### config.mk
export PLATFORM = sky130hd
export DESIGN_NAME = nibble_cpu_instruction_execute
export DESIGN_NICKNAME = d
export VERILOG_FILES = /design/src/rtl/core/nce_pkg.sv /design/src/rtl/core/nibble_cpu_instruction_execute.sv /design/src/rtl/core/nce_front.sv /design/src/rtl/core/nce_back.sv
export SDC_FILE = /design/constraint.sdc
export NUM_CORES = 2
export LEC_CHECK = 0
export BUFFER_PORTS_ARGS = -buffer_cell sky130_fd_sc_hd__buf_4
export CORE_AREA = 2 2 397 281
export CTS_CLUSTER_DIAMETER = 100
export DETAILED_ROUTE_END_ITERATION = 7
export DIE_AREA = 0 0 399 283
export HOLD_SLACK_MARGIN = 0.1
export PLACE_DENSITY = 0.66
export SYNTH_ARGS = -nofsm -noshare
export SYNTH_HDL_FRONTEND = slang
export SYNTH_HIERARCHICAL = 1
export SYNTH_SLANG_ARGS = --single-unit
### constraint.sdc
create_clock -name clk -period 15.41 [get_ports clk]
set_input_delay 0.7705 -clock clk [delete_from_list [all_inputs] [get_ports clk]]
set_output_delay 0.7705 -clock clk [all_outputs]
set_load 0.05 [all_outputs]
### src/rtl/core/nce_pkg.sv
// Package for the nibble CPU execute block.
// Holds the decoded-op types, the result record and the sizing constants.
// No dependencies.
`timescale 1ns / 1ps
`default_nettype none

package nce_pkg;

    localparam int RAM_DEPTH = 256;
    localparam int IN_PORTS  = 4;
    localparam int RAM_AW    = (RAM_DEPTH > 1) ? $clog2(RAM_DEPTH) : 1;
    localparam int MOD_RECIP = 65536 / RAM_DEPTH;

    localparam logic [3:0] MAJ_ADD_A   = 4'h0;
    localparam logic [3:0] MAJ_MOV_AB  = 4'h1;
    localparam logic [3:0] MAJ_IN_A    = 4'h2;
    localparam logic [3:0] MAJ_MOV_A   = 4'h3;
    localparam logic [3:0] MAJ_MOV_BA  = 4'h4;
    localparam logic [3:0] MAJ_ADD_B   = 4'h5;
    localparam logic [3:0] MAJ_IN_B    = 4'h6;
    localparam logic [3:0] MAJ_MOV_B   = 4'h7;
    localparam logic [3:0] MAJ_GROUP   = 4'h8;
    localparam logic [3:0] MAJ_OUT_B   = 4'h9;
    localparam logic [3:0] MAJ_JZ      = 4'hA;
    localparam logic [3:0] MAJ_OUT_IM  = 4'hB;
    localparam logic [3:0] MAJ_Y_IM    = 4'hC;
    localparam logic [3:0] MAJ_X_IM    = 4'hD;
    localparam logic [3:0] MAJ_JNC     = 4'hE;
    localparam logic [3:0] MAJ_JMP     = 4'hF;

    localparam logic [3:0] SUB_ADD_AB  = 4'h0;
    localparam logic [3:0] SUB_NEG     = 4'h1;
    localparam logic [3:0] SUB_NOT     = 4'h2;
    localparam logic [3:0] SUB_OR      = 4'h3;
    localparam logic [3:0] SUB_AND     = 4'h4;
    localparam logic [3:0] SUB_XOR     = 4'h5;
    localparam logic [3:0] SUB_SUB     = 4'h6;
    localparam logic [3:0] SUB_OUT_A   = 4'h7;
    localparam logic [3:0] SUB_LD_A    = 4'h8;
    localparam logic [3:0] SUB_ST_A    = 4'h9;
    localparam logic [3:0] SUB_LD_B    = 4'hA;
    localparam logic [3:0] SUB_ST_B    = 4'hB;
    localparam logic [3:0] SUB_X_A     = 4'hC;
    localparam logic [3:0] SUB_Y_A     = 4'hD;
    localparam logic [3:0] SUB_INC_XY  = 4'hE;
    localparam logic [3:0] SUB_JMP_XY  = 4'hF;

    typedef enum logic [4:0] {
        OP_ADD_A_IM,
        OP_MOV_A_B_IM,
        OP_IN_A,
        OP_MOV_A_IM,
        OP_MOV_B_A_IM,
        OP_ADD_B_IM,
        OP_IN_B,
        OP_MOV_B_IM,
        OP_ADD_AB,
        OP_NEG,
        OP_NOT,
        OP_OR,
        OP_AND,
        OP_XOR,
        OP_SUB,
        OP_OUT_A,
        OP_LD_A,
        OP_ST_A,
        OP_LD_B,
        OP_ST_B,
        OP_X_A,
        OP_Y_A,
        OP_INC_XY,
        OP_JMP_XY,
        OP_OUT_B_IM,
        OP_JZ,
        OP_OUT_IM,
        OP_Y_IM,
        OP_X_IM,
        OP_JNC,
        OP_JMP
    } op_kind_t;

    typedef struct packed {
        op_kind_t   kind;
        logic [3:0] im;
        logic       zen;
    } dec_t;

    typedef struct packed {
        logic       valid;
        dec_t       op;
    } dq_head_t;

    typedef struct packed {
        logic [7:0] next_pc;
        logic [3:0] reg_a;
        logic [3:0] reg_b;
        logic [7:0] xy_pointer;
        logic [4:0] out_port;
        logic       carry_flag;
        logic       zero_flag;
    } res_t;

endpackage

`default_nettype wire

### src/rtl/core/nibble_cpu_instruction_execute.sv
// Nibble CPU instruction execute unit: the input-port configuration register
// plus the decoding front end and the execute back end. Depends on nce_pkg,
// nce_front and nce_back.
//
// Usage:
//   Instructions enter through a queue-style port: a byte transfers on a
//   rising edge with push high and full low. Results leave the same way:
//   while empty is low the ports show the oldest result (PC, A, B, XY, OUT,
//   C, Z after that instruction); it transfers on an edge with pop high.
//   The input-port value is written through cfg_valid/cfg_ready/cfg_data;
//   cfg_ready is always high. Write it only while no instruction is pending.
//   Throughput: one instruction per cycle while the result queue is not
//   full, set by the single execute stage that updates the registers and
//   reads or writes the data RAM. Each side has a two-entry queue, so full
//   rises only after the result side has stalled long enough to fill both;
//   no result is ever dropped. Reset clears all registers, flags, the input
//   index and marks every RAM entry as zero at once; the block accepts an
//   instruction right after.
`timescale 1ns / 1ps
`default_nettype none

module nibble_cpu_instruction_execute (
    input  wire logic        clk,
    input  wire logic        rst_n,
    input  wire logic        push,
    output logic             full,
    input  wire logic [7:0]  instruction,
    output logic             empty,
    input  wire logic        pop,
    output logic [7:0]       next_pc,
    output logic [3:0]       reg_a,
    output logic [3:0]       reg_b,
    output logic [7:0]       xy_pointer,
    output logic [4:0]       out_port,
    output logic             carry_flag,
    output logic             zero_flag,
    input  wire logic        cfg_valid,
    output logic             cfg_ready,
    input  wire logic [15:0] cfg_data
);
    import nce_pkg::*;

    logic [15:0] input_nibbles_reg;
    dq_head_t    head;
    logic        head_pop;
    res_t        res;

    assign cfg_ready = 1'b1;

    always_ff @(posedge clk or negedge rst_n)
    begin
        if (!rst_n)
        begin
            input_nibbles_reg <= 16'h0000;
        end
        else if (cfg_valid && cfg_ready)
        begin
            input_nibbles_reg <= cfg_data;
        end
    end

    nce_front u_front (
        .clk         (clk),
        .rst_n       (rst_n),
        .push        (push),
        .full        (full),
        .instruction (instruction),
        .head        (head),
        .head_pop    (head_pop)
    );

    nce_back u_back (
        .clk           (clk),
        .rst_n         (rst_n),
        .head          (head),
        .head_pop      (head_pop),
        .input_nibbles (input_nibbles_reg),
        .empty         (empty),
        .pop           (pop),
        .res_out       (res)
    );

    assign next_pc    = res.next_pc;
    assign reg_a      = res.reg_a;
    assign reg_b      = res.reg_b;
    assign xy_pointer = res.xy_pointer;
    assign out_port   = res.out_port;
    assign carry_flag = res.carry_flag;
    assign zero_flag  = res.zero_flag;

endmodule

`default_nettype wire

### src/rtl/core/nce_front.sv
// Front end: accepts instruction bytes, decodes them and queues the decoded ops.
// Depends on nce_pkg.
`timescale 1ns / 1ps
`default_nettype none

module nce_front (
    input  wire logic            clk,
    input  wire logic            rst_n,
    input  wire logic            push,
    output logic                 full,
    input  wire logic [7:0]      instruction,
    output nce_pkg::dq_head_t    head,
    input  wire logic            head_pop
);
    import nce_pkg::*;

    dec_t       slot_reg [2];
    logic       wptr_reg;
    logic       rptr_reg;
    logic [1:0] count_reg;
    logic       wr_en;
    logic       rd_en;
    dec_t       dec;

    function automatic dec_t decode(input logic [7:0] code);
        dec_t       d;
        logic [3:0] im;
        logic       im_nz;
        im     = code[3:0];
        im_nz  = (im != 4'h0);
        d.im   = im;
        d.zen  = 1'b1;
        d.kind = OP_JMP;
        case (code[7:4])
            MAJ_ADD_A:  d.kind = OP_ADD_A_IM;
            MAJ_MOV_AB: begin d.kind = OP_MOV_A_B_IM; d.zen = im_nz; end
            MAJ_IN_A:   begin d.kind = OP_IN_A;       d.zen = im_nz; end
            MAJ_MOV_A:  begin d.kind = OP_MOV_A_IM;   d.zen = 1'b0;  end
            MAJ_MOV_BA: begin d.kind = OP_MOV_B_A_IM; d.zen = im_nz; end
            MAJ_ADD_B:  begin d.kind = OP_ADD_B_IM;   d.zen = im_nz; end
            MAJ_IN_B:   begin d.kind = OP_IN_B;       d.zen = im_nz; end
            MAJ_MOV_B:  d.kind = OP_MOV_B_IM;
            MAJ_GROUP:
            begin
                case (im)
                    SUB_ADD_AB: d.kind = OP_ADD_AB;
                    SUB_NEG:    d.kind = OP_NEG;
                    SUB_NOT:    d.kind = OP_NOT;
                    SUB_OR:     d.kind = OP_OR;
                    SUB_AND:    d.kind = OP_AND;
                    SUB_XOR:    d.kind = OP_XOR;
                    SUB_SUB:    d.kind = OP_SUB;
                    SUB_OUT_A:  begin d.kind = OP_OUT_A;  d.zen = 1'b0; end
                    SUB_LD_A:   begin d.kind = OP_LD_A;   d.zen = 1'b0; end
                    SUB_ST_A:   begin d.kind = OP_ST_A;   d.zen = 1'b0; end
                    SUB_LD_B:   begin d.kind = OP_LD_B;   d.zen = 1'b0; end
                    SUB_ST_B:   begin d.kind = OP_ST_B;   d.zen = 1'b0; end
                    SUB_X_A:    begin d.kind = OP_X_A;    d.zen = 1'b0; end
                    SUB_Y_A:    begin d.kind = OP_Y_A;    d.zen = 1'b0; end
                    SUB_INC_XY: begin d.kind = OP_INC_XY; d.zen = 1'b0; end
                    SUB_JMP_XY: d.kind = OP_JMP_XY;
                    default:    d.kind = OP_JMP_XY;
                endcase
            end
            MAJ_OUT_B:  begin d.kind = OP_OUT_B_IM; d.zen = 1'b0; end
            MAJ_JZ:     d.kind = OP_JZ;
            MAJ_OUT_IM: begin d.kind = OP_OUT_IM;   d.zen = 1'b0; end
            MAJ_Y_IM:   begin d.kind = OP_Y_IM;     d.zen = 1'b0; end
            MAJ_X_IM:   begin d.kind = OP_X_IM;     d.zen = 1'b0; end
            MAJ_JNC:    d.kind = OP_JNC;
            MAJ_JMP:    d.kind = OP_JMP;
            default:    d.kind = OP_JMP;
        endcase
        return d;
    endfunction

    assign dec        = decode(instruction);
    assign full       = (count_reg == 2'd2);
    assign wr_en      = push && !full;
    assign rd_en      = head_pop && (count_reg != 2'd0);
    assign head.valid = (count_reg != 2'd0);
    assign head.op    = slot_reg[rptr_reg];

    // hold decoded ops until the back end takes them
    always_ff @(posedge clk)
    begin
        if (wr_en)
        begin
            slot_reg[wptr_reg] <= dec;
        end
    end

    always_ff @(posedge clk or negedge rst_n)
    begin
        if (!rst_n)
        begin
            wptr_reg  <= 1'b0;
            rptr_reg  <= 1'b0;
            count_reg <= 2'd0;
        end
        else
        begin
            if (wr_en)
            begin
                wptr_reg <= !wptr_reg;
            end
            if (rd_en)
            begin
                rptr_reg <= !rptr_reg;
            end
            case ({wr_en, rd_en})
                2'b10:   count_reg <= count_reg + 2'd1;
                2'b01:   count_reg <= count_reg - 2'd1;
                default: count_reg <= count_reg;
            endcase
        end
    end

endmodule

`default_nettype wire

### src/rtl/core/nce_back.sv
// Back end: architectural registers, data RAM, execute logic and result queue.
// Depends on nce_pkg.
`timescale 1ns / 1ps
`default_nettype none

module nce_back (
    input  wire logic            clk,
    input  wire logic            rst_n,
    input  wire nce_pkg::dq_head_t head,
    output logic                 head_pop,
    input  wire logic [15:0]     input_nibbles,
    output logic                 empty,
    input  wire logic            pop,
    output nce_pkg::res_t        res_out
);
    import nce_pkg::*;

    localparam logic [1:0] IDX_LAST = 2'(IN_PORTS - 1);

    logic [3:0]        a_reg, a_next;
    logic [3:0]        b_reg, b_next;
    logic [7:0]        xy_reg, xy_next;
    logic [7:0]        pc_reg, pc_next;
    logic              c_reg, c_next;
    logic              z_reg, z_next;
    logic [4:0]        out_reg, out_next;
    logic [1:0]        idx_reg, idx_next;

    logic [3:0]        mem [RAM_DEPTH];
    logic [RAM_DEPTH-1:0] valid_reg;
    logic [3:0]        rd_data_reg;
    logic              hit_reg;
    logic              fwd_reg;
    logic [3:0]        fwd_data_reg;
    logic [RAM_AW-1:0] addr_reg;
    logic [RAM_AW-1:0] rd_addr;
    logic [7:0]        xy_follow;
    logic [3:0]        ram_value;
    logic              wr_en;
    logic [3:0]        wr_data;

    res_t              q_reg [2];
    logic              qw_reg;
    logic              qr_reg;
    logic [1:0]        qcount_reg;
    logic              q_full;
    logic              fire;
    logic              q_rd;

    logic [7:0]        result;
    logic              jump;
    logic [3:0]        port_val;
    logic [1:0]        idx_adv;
    logic [7:0]        pc_inc;
    res_t              res_new;

    function automatic logic [RAM_AW-1:0] ram_index(input logic [7:0] xy);
        logic [23:0] prod;
        logic [7:0]  quo;
        logic [15:0] rem;
        prod = 24'(xy) * 24'(MOD_RECIP);
        quo  = prod[23:16];
        rem  = 16'(xy) - 16'(quo) * 16'(RAM_DEPTH);
        if (rem >= 16'(RAM_DEPTH))
        begin
            rem = rem - 16'(RAM_DEPTH);
        end
        return rem[RAM_AW-1:0];
    endfunction

    assign q_full   = (qcount_reg == 2'd2);
    assign fire     = head.valid && !q_full;
    assign head_pop = fire;
    assign empty    = (qcount_reg == 2'd0);
    assign q_rd     = pop && !empty;
    assign res_out  = q_reg[qr_reg];

    assign port_val  = input_nibbles[{idx_reg, 2'b00} +: 4];
    assign idx_adv   = (idx_reg == IDX_LAST) ? 2'd0 : idx_reg + 2'd1;
    assign pc_inc    = pc_reg + 8'd1;
    assign ram_value = fwd_reg ? fwd_data_reg : (hit_reg ? rd_data_reg : 4'h0);

    always_comb
    begin
        a_next   = a_reg;
        b_next   = b_reg;
        xy_next  = xy_reg;
        pc_next  = pc_reg;
        c_next   = c_reg;
        z_next   = z_reg;
        out_next = out_reg;
        idx_next = idx_reg;
        result   = 8'h00;
        jump     = 1'b0;
        wr_en    = 1'b0;
        wr_data  = a_reg;
        case (head.op.kind)
            OP_ADD_A_IM:   begin result = 8'(a_reg) + 8'(head.op.im); a_next = result[3:0]; end
            OP_MOV_A_B_IM: begin result = 8'(b_reg) + 8'(head.op.im); a_next = result[3:0]; end
            OP_IN_A:
            begin
                result   = 8'(port_val) + 8'(head.op.im);
                a_next   = result[3:0];
                idx_next = idx_adv;
            end
            OP_MOV_A_IM:   a_next = head.op.im;
            OP_MOV_B_A_IM: begin result = 8'(a_reg) + 8'(head.op.im); b_next = result[3:0]; end
            OP_ADD_B_IM:   begin result = 8'(b_reg) + 8'(head.op.im); b_next = result[3:0]; end
            OP_IN_B:
            begin
                result   = 8'(port_val) + 8'(head.op.im);
                b_next   = result[3:0];
                idx_next = idx_adv;
            end
            OP_MOV_B_IM:   b_next = head.op.im;
            OP_ADD_AB:     begin result = 8'(a_reg) + 8'(b_reg); a_next = result[3:0]; end
            OP_NEG:        begin result = {4'h0, 4'h0 - a_reg}; a_next = result[3:0]; end
            OP_NOT:        begin result = {4'hF, ~a_reg}; a_next = result[3:0]; end
            OP_OR:         begin result = {4'h0, a_reg | b_reg}; a_next = result[3:0]; end
            OP_AND:        begin result = {4'h0, a_reg & b_reg}; a_next = result[3:0]; end
            OP_XOR:        begin result = {4'h0, a_reg ^ b_reg}; a_next = result[3:0]; end
            OP_SUB:        begin result = 8'(a_reg) - 8'(b_reg); a_next = result[3:0]; end
            OP_OUT_A:      out_next = 5'(a_reg);
            OP_LD_A:       a_next = ram_value;
            OP_ST_A:       begin wr_en = 1'b1; wr_data = a_reg; end
            OP_LD_B:       b_next = ram_value;
            OP_ST_B:       begin wr_en = 1'b1; wr_data = b_reg; end
            OP_X_A:        xy_next = {a_reg, xy_reg[3:0]};
            OP_Y_A:        xy_next = {xy_reg[7:4], a_reg};
            OP_INC_XY:     xy_next = xy_reg + 8'd1;
            OP_JMP_XY:     begin pc_next = xy_reg; jump = 1'b1; end
            OP_OUT_B_IM:   out_next = 5'(b_reg) + 5'(head.op.im);
            OP_JZ:
            begin
                pc_next = z_reg ? {pc_reg[7:4], head.op.im} : pc_inc;
                jump    = 1'b1;
            end
            OP_OUT_IM:     out_next = 5'(head.op.im);
            OP_Y_IM:       xy_next = {xy_reg[7:4], head.op.im};
            OP_X_IM:       xy_next = {head.op.im, xy_reg[3:0]};
            OP_JNC:
            begin
                pc_next = c_reg ? pc_inc : {pc_reg[7:4], head.op.im};
                jump    = 1'b1;
            end
            OP_JMP:        begin pc_next = {pc_reg[7:4], head.op.im}; jump = 1'b1; end
            default:       begin pc_next = {pc_reg[7:4], head.op.im}; jump = 1'b1; end
        endcase
        if (!jump)
        begin
            c_next  = (result[7:4] != 4'h0);
            z_next  = (result[3:0] == 4'h0) && head.op.zen;
            pc_next = pc_inc;
        end
    end

    assign res_new.next_pc    = pc_next;
    assign res_new.reg_a      = a_next;
    assign res_new.reg_b      = b_next;
    assign res_new.xy_pointer = xy_next;
    assign res_new.out_port   = out_next;
    assign res_new.carry_flag = c_next;
    assign res_new.zero_flag  = z_next;

    // read the entry that XY will point at next cycle
    assign xy_follow = fire ? xy_next : xy_reg;
    assign rd_addr   = ram_index(xy_follow);

    always_ff @(posedge clk)
    begin
        if (fire && wr_en)
        begin
            mem[addr_reg] <= wr_data;
        end
        rd_data_reg  <= mem[rd_addr];
        fwd_data_reg <= wr_data;
        if (fire)
        begin
            q_reg[qw_reg] <= res_new;
        end
    end

    always_ff @(posedge clk or negedge rst_n)
    begin
        if (!rst_n)
        begin
            a_reg      <= 4'h0;
            b_reg      <= 4'h0;
            xy_reg     <= 8'h00;
            pc_reg     <= 8'h00;
            c_reg      <= 1'b0;
            z_reg      <= 1'b0;
            out_reg    <= 5'h00;
            idx_reg    <= 2'd0;
            valid_reg  <= '0;
            hit_reg    <= 1'b0;
            fwd_reg    <= 1'b0;
            addr_reg   <= '0;
            qw_reg     <= 1'b0;
            qr_reg     <= 1'b0;
            qcount_reg <= 2'd0;
        end
        else
        begin
            if (fire)
            begin
                a_reg   <= a_next;
                b_reg   <= b_next;
                xy_reg  <= xy_next;
                pc_reg  <= pc_next;
                c_reg   <= c_next;
                z_reg   <= z_next;
                out_reg <= out_next;
                idx_reg <= idx_next;
                qw_reg  <= !qw_reg;
                if (wr_en)
                begin
                    valid_reg[addr_reg] <= 1'b1;
                end
            end
            addr_reg <= rd_addr;
            hit_reg  <= valid_reg[rd_addr];
            fwd_reg  <= fire && wr_en && (addr_reg == rd_addr);
            if (q_rd)
            begin
                qr_reg <= !qr_reg;
            end
            case ({fire, q_rd})
                2'b10:   qcount_reg <= qcount_reg + 2'd1;
                2'b01:   qcount_reg <= qcount_reg - 2'd1;
                default: qcount_reg <= qcount_reg;
            endcase
        end
    end

endmodule

`default_nettype wire
# After elaboration in Yosys (flattened, before gate mapping)
# Memory sizes are Yosys's and may differ from the RTL's. A register that Yosys moved wholly into a read port is not among the register bits.
# Cells that the tools add are included.
[word_totals]
reg_bits = 327
ram_bits = 1106
elab_cells = 184
mem_count = 3
[memory_table]
columns = ["memory", "depth", "word_bits", "read_ports", "rd_ports_with_merged_regs", "wr", "line_no", "source"]
rows = [
  ["u_back.mem", 256, 4, 1, 1, 1, "nce_back.sv:29", "logic [3:0] mem [RAM_DEPTH];"],
  ["u_back.q_reg", 2, 31, 1, 0, 1, "nce_back.sv:42", "res_t q_reg [2];"],
  ["u_front.slot_reg", 2, 10, 1, 0, 1, "nce_front.sv:17", "dec_t slot_reg [2];"],
]
[op_classes]
add_sub_neg = 15
magnitude_cmp = 4
n_eq_ne = 67
n_shift = 1
muxes = 34
bitwise = 5
reduce_logical = 35
[ops]
columns = ["cell", "count"]
rows = [
  ["$or A256 B256 Y256", 1],
  ["$pmux W5 S16", 2],
  ["$pmux W8 S10", 1],
  ["$eq A5 B5 Y1 const B", 14],
  ["$eq A4 B4 Y1 const B", 16],
  ["$pmux W4 S12", 1],
  ["$eq A5 B4 Y1 const B", 8],
  ["$mux W8", 5],
  ["$pmux W8 S5", 1],
  ["$eq A4 B3 Y1 const B", 8],
  ["$reduce_or A27 Y1", 1],
  ["$add A4 B4 Y5", 5],
  ["$pmux W8 S3", 1],
  ["$eq A5 B3 Y1 const B", 4],
  ["$pmux W4 S5", 1],
  ["$lt A8 B9 Y1 const B", 2],
  ["$add A8 B1 Y8 const B", 2],
  ["$eq A4 B2 Y1 const B", 4],
  ["$shiftx A16 B5 Y4", 1],
  ["$pmux W5 S3", 1],
  ["$logic_not A4 Y1", 3],
  ["$mux W1", 12],
  ["$mux W4", 3],
  ["$eq A2 B2 Y1 const B", 5],
  ["other kinds (31)", 59],
]

# Logic depth before layout (Yosys ltp)
[logic_depth]
depth_word = 8
mapped_depth = 19
mapped_depth_nobuf = 14

# Hierarchy
# The synthesis kept the hierarchy.
[by_module_without_submodules]
columns = ["mod", "instances", "cells_each", "area_each_um2", "seq_area_each_um2"]
rows = [
  ["nce_back", 1, 4656, 57797.9, 40153.5],
  ["nce_front", 1, 73, 1059.8, 700.7],
  ["nibble_cpu_instruction_execute", 1, 36, 660.6, 400.4],
]

# Worst setup path after synthesis
# Ideal clock, no wire load.
[synth_timing]
kind = "reg2reg"
start = "register u_front.rptr_reg"
end = "memory u_back.mem[0][0] (data pin)"
setup_ns = 2.195
arrival_time_ns = 11.700
t_required_ns = 13.215
slack_ns = 1.515
stages_incl_launch_ff = 9
period_less_slack_ns = 13.895
cell_sequence = "dfrtp_1 buf_2 mux2_2 buf_4 clkbuf_1 or2_2 clkbuf_1 nor2_1 o21ai_0"
[synth_rtl]
columns = ["element", "line_no", "source"]
rows = [
  ["start, declared", "nce_front.sv:19", "logic rptr_reg;"],
  ["start signal, assigned", "nce_front.sv:109", "rptr_reg <= !rptr_reg;"],
  ["end, declared", "nce_back.sv:29", ""],
]

==> metrics list <==
- Outcome: finished, final reports clean
* Number of synthesized flops with an enable pin: ~1100
- Core Rows: a little over 100
- Across the VDD grid, the largest voltage drop is ~0.00022 V.
* First-pass GRT wire length: 255000 µm
- By area, the combinational part of the netlist is dominated by simple AND/OR/NAND/NOR gates.
- Die outline area: 113000 µm²
* Peak fanout along the critical path: ~130
- CP dominant cell by count: sky130_fd_sc_hd__buf_4
* GP Congestion: approximately 0.94
- When the netlist entered floorplanning its net count stood at slightly below 5000.
* Normalized max-slew margin: between 10% and 20%
- Average size of a mapped cell: ~12 µm²
- Hold-fix buffers at CTS: 1
- Maximum clock frequency: 132 MHz
- Startpoint type of the worst setup path: flop
- Data on the critical path arrives at its endpoint at 8.24 ns.
* Count of yosys warnings during synthesis: 6
- Post-route minimum period: ~7.6 ns
- Total CTS buffers: around 130
* Initial DRT Pass Iterations: 6
- The detail route stage leaves a number of antenna-violating nets equal to 0.
- From left edge to right edge, the die measures between 300 and 400 µm.
- Sink count of the clock tree: about 1400
- Total power per unit cell area: 209 nW/µm²
- Power after layout: ~14000 µW
- Final routed wire length divided by cell count: around 27 µm
* Sort of element at the end of the critical path: flop
- Summed over all failing endpoints, the final setup total negative slack is 0 ns.
- Synth Cell Area: between 50000 and 60000 µm²
- Among all flip-flop cells after synthesis, the most frequent one is sky130_fd_sc_hd__edfxtp_1.
- Reg-to-reg startpoint: u_front/rptr_reg
- Ordered cell list for the critical path: mux2_2 -> nand2_1 -> o22ai_2 -> o311ai_1 -> a2bb2oi_4 -> buf_4 -> buf_12 -> buf_4 -> buf_4 -> buf_4 -> mux2i_1 -> a32oi_1 -> and3_1 -> a311oi_1 -> a311oi_1 -> o311a_1
- Adder-cell share of the synthesized area: less than 1%
- Dpl hpwl: roughly 100000 µm
* Final antenna diode count: 0
- Mux cell area share after synthesis: under 10%
- Wires add up to 172000 µm.
- For this block, the via count after detailed routing is 39904.
* Post-CTS sizing: 0
- Number of top-level pins: between 60 and 70
- After synthesis, the share of flip-flops with an asynchronous set or reset is about 22%.
- The final hold violation count came to 0.
- For the pin with the worst max-slew slack, the measured transition is around 1.3 ns.
* Unrepaired setup endpoints after global routing: no
- The total area inside the core boundary comes to between 100000 and 150000 µm².
* HP Start: instruction[2]
- Basic-gate share of the synthesized area counting and, or, nand and nor cells: 17.8%
- Largest net degree at the start of global routing: between 200 and 250
* Antenna violations before repair: 7
- CTS tree: built
- Area fraction in compound gates after synthesis: about 5.0%
- Total global routing track utilization: 30.5%
- On the worst path, the slowest cell contributes a delay of roughly 0.8 ns.
- I/O Buffers: 61
* Routed vias/inst: ~6.3
- The setup path with the least slack is of type reg -> reg.
- The layout has 8552 filler cells.
* Final setup violation count: 0
* Xor/xnor cell area share of the yosys netlist: less than 1%
- Count of mapped cells out of synthesis: between 4000 and 5000
- Across the run, the number of max-cap violations was 0.
- Max-slew violations: 0
- Setup Skew: approximately 0.035 ns
* Area growth from synthesis to layout: 10.0%
- Buffer type at the clock tree root: sky130_fd_sc_hd__clkbuf_16
- The initial utilization of the core area, before any placement, comes to 54.4%.
- Y dimension of the die: ~280 µm
- The detailed router finished its first iteration with 6097 violations.
- After detailed routing, the number of remaining DRC violations is 0.
* Final global-route overflow total: 0
- The number of different library cells used by synthesis comes to a little under 90.
- Cell leakage power: around 0.025 µW
* Worst setup path startpoint: u_front/rptr_reg
- Of the cells placed in the final design, the portion with a size suffix greater than 1 is approximately 15%.
- Post CTS Setup Buffer Count: 0
* Class of the tightest hold or removal check: in -> reg
* Via count of the first global-routing pass: approximately 37000
- Data on the critical path is required at its endpoint by between 15 and 20 ns.
- Period utilisation layout: 49.2%
- The register with the most flip-flops in the layout has ~1000 of them.
* Maximum level of the CTS H-tree: 4
- In this run, synthesis produced a sequential element count of between 1000 and 1500.
* Maximum buffer depth of the clock tree: 3
- Crit-path slowest cell: sky130_fd_sc_hd__buf_4
- After clock tree synthesis, the clock-pin slew on the worst setup and hold paths is about 0.070 ns.
- Clock latency on the worst-skew pair: 0.78 ns
- The net count of the finished layout is roughly 4800.
* Sequential area share after synthesis: between 60% and 70%
## path summary, 6_finish.rpt
check                                          to  slack, ns  cells after the start
setup reg to reg            u_back/rd_data_reg[0]       7.83                     16
setup / recovery            u_back/rd_data_reg[0]       7.83                     16
hold / removal             u_front/slot_reg[1][3]       0.22                      1
min in group asynchronous   u_back/valid_reg[131]       0.58                      2
max in group asynchronous    u_back/valid_reg[77]      12.54                      4
hold reg to reg               u_back/valid_reg[5]       0.46                      1
## Yosys cell counts (10+ instances only)
master	count	area [µm²]
sky130_fd_sc_hd__a21o_1	12	90.1
sky130_fd_sc_hd__mux4_2	12	270
sky130_fd_sc_hd__a22oi_1	18	135
sky130_fd_sc_hd__or2_2	263	1650
sky130_fd_sc_hd__inv_1	25	93.8
sky130_fd_sc_hd__buf_1	21	78.8
sky130_fd_sc_hd__o21ai_0	47	235
sky130_fd_sc_hd__a32oi_1	132	1160
sky130_fd_sc_hd__buf_4	22	165
sky130_fd_sc_hd__nand2b_1	10	62.6
sky130_fd_sc_hd__a31oi_1	26	163
sky130_fd_sc_hd__nand4_1	152	951
sky130_fd_sc_hd__xnor2_1	15	131
sky130_fd_sc_hd__nor3_1	27	135
sky130_fd_sc_hd__a21oi_1	51	255
sky130_fd_sc_hd__clkbuf_1	109	409
sky130_fd_sc_hd__mux2_2	56	631
sky130_fd_sc_hd__nand2_1	1102	4140
sky130_fd_sc_hd__nand3_1	383	1920
sky130_fd_sc_hd__edfxtp_1	1106	33200
sky130_fd_sc_hd__o22ai_1	13	81.3
sky130_fd_sc_hd__nor2_1	327	1230
sky130_fd_sc_hd__o211ai_1	14	105
sky130_fd_sc_hd__a311oi_1	10	87.6
sky130_fd_sc_hd__buf_2	132	661
sky130_fd_sc_hd__mux2i_1	143	1430
sky130_fd_sc_hd__mux2_4	10	150
sky130_fd_sc_hd__and3_1	19	119
sky130_fd_sc_hd__nor2b_1	11	68.8
sky130_fd_sc_hd__ha_1	33	413
sky130_fd_sc_hd__a211oi_1	11	82.6
sky130_fd_sc_hd__dfrtp_1	315	7880
## routing by layer
layer  part of all wire, %  GRT usage (%)
met5                0.0064              0
met4                   2.5           8.22
met3                    13           8.21
met2                    41           40.0
met1                    44           49.6
## worst max-delay path: cells and delay by family, from the launching register on
family          cells  cell delay, ns
compound gates      7            1.56
flops               1            0.65
mux                 2            1.00
simple gates        2            0.60
buf+inv             5            3.39
## per-stage QoR
step	hold WS [ns]	setup slack, ns	area, µm²	util, %	instances
after floorplan	0.439	1.52	59500	-	4765
after global placement	0.448	8.27	61100	55.8	6065
after detailed placement	0.451	8.07	61100	55.8	6065
after CTS	0.179	8.05	65500	59.8	6315
after global routing	0.203	7.38	65500	59.8	6315
final	0.219	7.83	65500	59.8	6315
## power by group
part           switching (µW)  internal, µW  total [µW]  leakage (µW)
clock network            1480          1800        3270       0.00211
logic                    4040          1360        5400       0.00818
registers                 148          4850        5000        0.0144
## area by class of cell
class / instances / area (µm²) / area share [%]
clock buffer: 183 / 3720 / 5.68
clock inverter: 66 / 602 / 0.919
inverter: 32 / 128 / 0.195
multi-input combinational: 3016 / 16900 / 25.8
sequential: 1429 / 41300 / 63.0
tap: 1456 / 1820 / 2.78
timing repair buffer: 133 / 1080 / 1.66
## cell families (layout without fill, tap and decap cells)
kind of cell    Yosys count  count (layout)
buf+inv                 320             414
mux                     221             221
compound gates          398             398
fa+ha+maj                38              38
flops                  1429            1429
xor+xnor                 23              23
simple gates           2335            2335
other cells               1               1
## cell usage in the layout, fill, tap and decap left out, types with 125 or more instances in the layout
cell / count
sky130_fd_sc_hd__or2_2: 263
sky130_fd_sc_hd__buf_4: 125
sky130_fd_sc_hd__nand3_1: 383
sky130_fd_sc_hd__nand2_1: 1099
sky130_fd_sc_hd__nand4_1: 152
sky130_fd_sc_hd__clkbuf_16: 134
sky130_fd_sc_hd__edfxtp_1: 1106
sky130_fd_sc_hd__a32oi_1: 132
sky130_fd_sc_hd__nor2_1: 326
sky130_fd_sc_hd__dfrtp_1: 315
sky130_fd_sc_hd__mux2i_1: 143
Note: power is estimated with default switching activity, not from simulation.
